<file path="src/sv/plic_pkg.sv">
// Shared constants and controller/datapath interface types for the interrupt controller.
package plic_pkg;

  localparam int unsigned SOURCES  = 64;
  localparam int unsigned CONTEXTS = 8;
  localparam int unsigned SRC_W    = $clog2(SOURCES);
  localparam int unsigned CTX_W    = $clog2(CONTEXTS);
  localparam int unsigned DATA_W   = 32;
  localparam int unsigned OFF_W    = 26;
  localparam int unsigned KIND_W   = 2;

  // Request kinds.
  localparam logic [KIND_W-1:0] KIND_READ  = 2'd0;
  localparam logic [KIND_W-1:0] KIND_WRITE = 2'd1;
  localparam logic [KIND_W-1:0] KIND_LEVEL = 2'd2;

  // Low 12 bits of a context register offset.
  localparam logic [11:0] CTX_THRESHOLD = 12'h000;
  localparam logic [11:0] CTX_CLAIM     = 12'h004;

  // Commands from the controller to the datapath.
  typedef struct packed {
    logic capture;
    logic look;
    logic exec;
    logic step;
    logic finish;
    logic emit;
  } cmd_t;

  // Status from the datapath to the controller.
  typedef struct packed {
    logic scan_req;
    logic scan_done;
    logic out_free;
  } status_t;

endpackage

</file>
<file path="src/sv/plic_ctrl.sv">
// Controller state machine sequencing each request through the datapath.
module plic_ctrl (
  input  logic              clk_i,
  input  logic              rst_ni,
  input  logic              in_valid_i,
  output logic              in_ready_o,
  input  plic_pkg::status_t status_i,
  output plic_pkg::cmd_t    cmd_o
);
  import plic_pkg::*;

  typedef enum logic [2:0] {
    ST_IDLE,
    ST_LOOK,
    ST_EXEC,
    ST_SCAN,
    ST_FIN,
    ST_EMIT
  } state_e;

  state_e state_q, state_d;

  // Next state.
  always_comb begin
    state_d = state_q;
    unique case (state_q)
      ST_IDLE: if (in_valid_i) state_d = ST_LOOK;
      ST_LOOK: state_d = ST_EXEC;
      ST_EXEC: state_d = status_i.scan_req ? ST_SCAN : ST_EMIT;
      ST_SCAN: if (status_i.scan_done) state_d = ST_FIN;
      ST_FIN:  state_d = ST_EMIT;
      ST_EMIT: if (status_i.out_free) state_d = ST_IDLE;
      default: state_d = ST_IDLE;
    endcase
  end

  // State register.
  always_ff @(posedge clk_i or negedge rst_ni) begin
    if (!rst_ni) begin
      state_q <= ST_IDLE;
    end else begin
      state_q <= state_d;
    end
  end

  // Commands decoded from the state.
  assign in_ready_o    = state_q == ST_IDLE;
  assign cmd_o.capture = (state_q == ST_IDLE) && in_valid_i;
  assign cmd_o.look    = state_q == ST_LOOK;
  assign cmd_o.exec    = state_q == ST_EXEC;
  assign cmd_o.step    = state_q == ST_SCAN;
  assign cmd_o.finish  = state_q == ST_FIN;
  assign cmd_o.emit    = (state_q == ST_EMIT) && status_i.out_free;

endmodule

</file>
<file path="config.mk">
export PLATFORM = sky130hd
export DESIGN_NAME = plic_ctrl
export DESIGN_NICKNAME = d
export VERILOG_FILES = /design/src/sv/plic_pkg.sv /design/src/sv/plic_ctrl.sv
export SDC_FILE = /design/constraint.sdc
export NUM_CORES = 1
export LEC_CHECK = 0
export BUFFER_PORTS_ARGS = -buffer_cell sky130_fd_sc_hd__buf_4
export CORE_AREA = 2 2 39 41
export CTS_CLUSTER_DIAMETER = 200
export CTS_CLUSTER_SIZE = 8
export DETAILED_ROUTE_END_ITERATION = 8
export DIE_AREA = 0 0 41 43
export HOLD_SLACK_MARGIN = 0.12
export PLACE_DENSITY = 0.51
export SLEW_MARGIN = 40
export SYNTH_ARGS = -nofsm -noshare
export SYNTH_HDL_FRONTEND = slang
export SYNTH_SLANG_ARGS = --single-unit
</file>
<file path="constraint.sdc">
create_clock -name clk_i -period 1 [get_ports clk_i]
set_input_delay 0.15 -clock clk_i [delete_from_list [all_inputs] [get_ports clk_i]]
set_output_delay 0.15 -clock clk_i [all_outputs]
set_load 0.005 [all_outputs]
</file>
==> results.cfg, run 1 <==
[status]
status = finished, violations left
violations = negative setup slack

[sta]
setup_tns_ns = -1.86
rsz0062_at_grt = true
skew_ns = 0.00327
worst_pin_slew_ns = 0.262
slew_headroom_pct = 82.4
min_period_ns = 1.29
hold_viol = 0
timing.final.ws_setup_ns = -0.289
finalSetupViolations = 9
maxSlewViolCount = 0
fin_crit_sh_pct = 129
fmax_mhz = 776

[clocking]
cts_tree = built
insertion_delay_ns = 0.24
numCtsBuffers = 3
cts_buffer_depth = 2
path_clk_slew_ns = 0.04
htree_num_levels = 1
clock-sinks = 3
cts_root_buf = clkbuf_4

[flow_run]
max_cap_violations = 0

[drt]
drc = 0
num_vias = 283
firstDrtPassIters = 4
totalWireLength_um = 731
drtIter0Drc = 4
via_per_inst = 4.16
wl_per_cell_um = 10.8
ant_nets = 0

[setup_path]
cp_data_arrival_time_ns = 1.14
path_max_fanout = 7
cp.required_ns = 0.85
slowest_stage = dfrtp_2
crit_type = register to primary output
startpoint_type = register
critical_path.top_delay_family = flip-flops
crit_path_end_kind = primary output
path_cells = buf_6 -> nor3b_4 -> buf_4
slowest_delay_ns = 0.44
cp_num_buf_inv = 2

[synthesis]
syn_avg_cell_area_um2 = 8.67
synth_area_leaders = dfrtp_1 (31%), nor3b_4 (7.7%), a221oi_2 (6.2%)
yosysTopAreaCellShare_pct = 30.9
synth_fp_nets = 34
ys_types = 22
synth_area_um2 = 243
synth_ff_type = dfrtp_1
async_flop_share_pct = 100
synth_common_cells = dfrtp_1 (3), nand2_1 (3), nor2_1 (3)
ys_ff_latch = 3
ys_seq_area_share_pct = 30.9
ys_warn_count = 0
synth_top_area_cell = dfrtp_1
synth-edff-count = 0
syn-instance-count = 28

[layout]
largest-register = state_q
multiInputGateArea_um2 = 168
seqCellArea_um2 = 78.8
layout_commonest_cell = buf_4
fin_area_um2 = 482
area_growth_pct = 98.5
drive_above_1_share_pct = 69.2
largestRegisters = state_q: 3 flops
final_nets = 59
fillCellCount = 150
final_util_pct = 34.8
largest_register_ffs = 3
antenna_cells = 0

[global_route]
grt_max_degree = 9
top_usage_layer = met2
met1_usage_pct = 11.5
grt_pass1_vias = 274
grt_use_met2_pct = 13.4
grt_antenna_before_repair = 0
grt_pass1_wl_um = 1190
groute.usage.overall_pct = 10.8
grt-ovfl-total = 0
use_met3_pct = 5.76

[floorplan]
initial_core_util_pct = 17.5
die_width_um = 41
dieArea_um2 = 1760
die_h_um = 43
io_pins = 13
rows = 14
core_area_um2 = 1380

[placed_design]
place.gp.congestion = 0.737
dp_hpwl_um = 461
io_buffers = 12
pre_cts_ws_ns = -0.106
placed_area_um2 = 372

[pwr]
leakage_nw = 0.226
p_per_area_nw_per_um2 = 2960
ir_worst_vdd_uv = 882

[min_path]
hold_path_class = input pin to register
-- through the flow --
step	total power, mW	std cells	hold WS, ns
finish	1.43	68	0.187
global route	1.56	68	0.179
CTS	1.35	67	0.179
detailed placement	0.957	59	-0.0579
global placement	0.955	59	-0.0574
floorplan	0.658	28	-0.146
-- report_power, final --
part	internal [mW]	switching, mW	leakage [nW]
clock	0.150	0.0700	0.0150
sequential	0.188	0.126	0.0340
combinational	0.555	0.338	0.177
-- path summary, 6_finish.rpt --
kind	cells past startpoint	slack, ns	startpoint	endpoint
max in group asynchronous	2	0.65	rst_ni	state_q[0]
worst min register to register	2	0.63	state_q[1]	state_q[0]
worst max register to register	3	-0.11	state_q[0]	state_q[2]
min in group asynchronous	2	0.24	rst_ni	state_q[2]
worst max-delay path	3	-0.29	state_q[2]	cmd_o[2]
worst min-delay path	3	0.19	status_i[1]	state_q[2]
-- what timing repair did --
action | CTS | global route
resized for setup | 7 | 5
endpoints found under the setup margin | 10 | 10
pin swaps | 5 | 3
hold endpoints to repair | 3 | 0
setup buffers | 3 | 1
hold buffers | 1 | 0
-- kinds of logic (layout without fill, tap and decap cells) --
kind of cell | count (synthesis) | after routing | share of synthesized area [%]
compound gates | 4 | 4 | 13.9
simple gates | 17 | 17 | 44.3
buf+inv | 4 | 28 | 10.8
flops | 3 | 3 | 30.9
-- routing by layer --
metal	up-vias	routed length, um
li1	143	-
met1	133	291
met2	7	396
met3	0	43
met4	0	0
met5	-	0
-- worst register-to-register path, delay by kind of cell, from the launching register on --
kind | cells | cell delay, ns
buf+inv | 1 | 0.13
simple gates | 1 | 0.18
flops | 1 | 0.46
compound gates | 1 | 0.25
-- layout make-up --
type / count / share of cell area, %
well taps: 16 / 4.16
multi-input cells: 21 / 34.8
inverters: 2 / 2.08
clock buffers: 4 / 5.45
repair buffers: 22 / 37.1
flip-flops and latches: 3 / 16.4
Note: power is estimated with default switching activity, not from simulation.
==> run 2, diff against run 1 <==
BUFFER_PORTS_ARGS = not set   (was -buffer_cell sky130_fd_sc_hd__buf_4)
CTS_BUF_LIST = sky130_fd_sc_hd__clkbuf_16   (was not set)
DONT_BUFFER_PORTS = 1   (was not set)
PLACE_DENSITY = 0.42   (was 0.51)
==> run 2 against run 1 <==
  * The flow still finishes with violations (negative setup slack)
  * Design area up 7.0%
  * Sequential power up 5%
  * Clock skew hardly changed
  * Clock power increased to 2.9 times the previous value
  * Sequential share of layout area fell by 1.1 points
  * Fmax is 8.1% higher
  * Critical path type unchanged
  * Highest routed layer is now met4
==> results.cfg, run 2 (synthesis gave the netlist of run 1 again) <==
[status]
status = finished, violations left
violations = negative setup slack

[setup_path]
crit_type = register to primary output
path_max_fanout = 6
startpoint_type = register
crit_path_end_kind = primary output
cp_data_arrival_time_ns = 1.04
slowest_delay_ns = 0.44
slowest_stage = dfrtp_2
path_cells = nor3_2 -> and2_1
cp.required_ns = 0.85

[global_route]
grt_pass1_wl_um = 1320
met1_usage_pct = 12.9
top_usage_layer = met2
use_met3_pct = 4.71
grt_antenna_before_repair = 0
grt_max_degree = 7
grt-ovfl-total = 0
groute.usage.overall_pct = 12.3
grt_use_met2_pct = 17.2
grt_pass1_vias = 296

[layout]
antenna_cells = 0
seqCellArea_um2 = 78.8
multiInputGateArea_um2 = 209
final_nets = 50
fillCellCount = 141
final_util_pct = 37.3
area_growth_pct = 112
most-common-layout-cells = buf_4 (5), buf_6 (5), clkbuf_16 (3), dfrtp_2 (3)
drive_above_1_share_pct = 69.8
largestRegisters = state_q: 3 flops
largest-register = state_q
largest_register_ffs = 3

[drt]
drc = 0
firstDrtPassIters = 2
via_per_inst = 4.54
totalWireLength_um = 826
drtIter0Drc = 4
wl_per_cell_um = 14.0
num_vias = 268
ant_nets = 0

[floorplan]
initial_core_util_pct = 17.5
core_area_um2 = 1380
rows = 14
die_width_um = 41
io_pins = 13
dieArea_um2 = 1760
die_h_um = 43

[sta]
fmax_mhz = 839
hold_viol = 0
skew_ns = 0.00356
min_period_ns = 1.19
slew_headroom_pct = 83.0
timing.final.ws_setup_ns = -0.192
fin_crit_sh_pct = 119
worst_pin_slew_ns = 0.253
holdWs_ns = 0.120
finalSetupViolations = 9
rsz0062_at_grt = true
maxSlewViolCount = 0

[min_path]
hold_path_class = input pin to register

[clocking]
cts_tree = built
cts_root_buf = clkbuf_16
path_clk_slew_ns = 0.03
numCtsBuffers = 3
clock-sinks = 3
cts_buffer_depth = 2
insertion_delay_ns = 0.23
htree_num_levels = 1

[placed_design]
place.gp.congestion = 0.776
io_buffers = 0
dp_hpwl_um = 452
pre_cts_ws_ns = -0.110

[flow_run]
max_cap_violations = 0

[pwr]
p_per_area_nw_per_um2 = 3680
p_total_mw = 1.90
leakage_nw = 0.212
ir_worst_vdd_uv = 1230
-- run 2: final cells by class --
cell class	count	area share [%]
Sequential cell	3	15.3
Clock buffer	3	14.6
Timing Repair Buffer	13	23.1
Tap cell	16	3.88
Multi-Input combinational cell	21	40.5
Clock inverter	1	0.728
Inverter	2	1.94
-- run 2: critical path: cells and delay by family (launching register included) --
family | cells | cell delay (ns)
flops | 1 | 0.44
simple gates | 2 | 0.37
-- run 2: metrics by stage --
step | cells | setup TNS (ns) | instance area, um^2
floorplan | 28 | 0 | 243
global placement | 46 | -0.248 | 274
detailed placement | 46 | -0.258 | 274
CTS | 59 | -1.22 | 494
global route | 59 | -1.58 | 515
finish | 59 | -1.30 | 515
-- run 2: routing by layer --
metal | share of wire (%) | vias to the layer above
li1 | - | 125
met1 | 37 | 134
met2 | 58 | 7
met3 | 1.9 | 2
met4 | 2.5 | 0
met5 | 0 | -
-- run 2: path summary, 6_finish.rpt --
kind	start	end	slack, ns	cells after the start
hold / removal	status_i[1]	state_q[0]	0.12	3
setup reg to reg	state_q[2]	state_q[2]	-0.15	3
setup / recovery	state_q[0]	cmd_o[5]	-0.19	2
min in group asynchronous	rst_ni	state_q[1]	0.18	1
hold reg to reg	state_q[1]	state_q[2]	0.68	2
max in group asynchronous	rst_ni	state_q[0]	0.65	1
-- run 2: what timing repair did --
item | 4_1_cts | 5_1_grt
pin swaps | 5 | 2
resized for setup | 22 | 4
hold endpoints to repair | 4 | 0
setup endpoints to repair | 10 | 10
setup buffers | 7 | 0
hold buffers | 2 | 0
-- run 2: report_power, final --
part           internal [mW]  total (mW)  switching, mW
Combinational          0.511       0.931          0.420
Sequential             0.188       0.328          0.140
Clock                  0.517       0.641          0.124
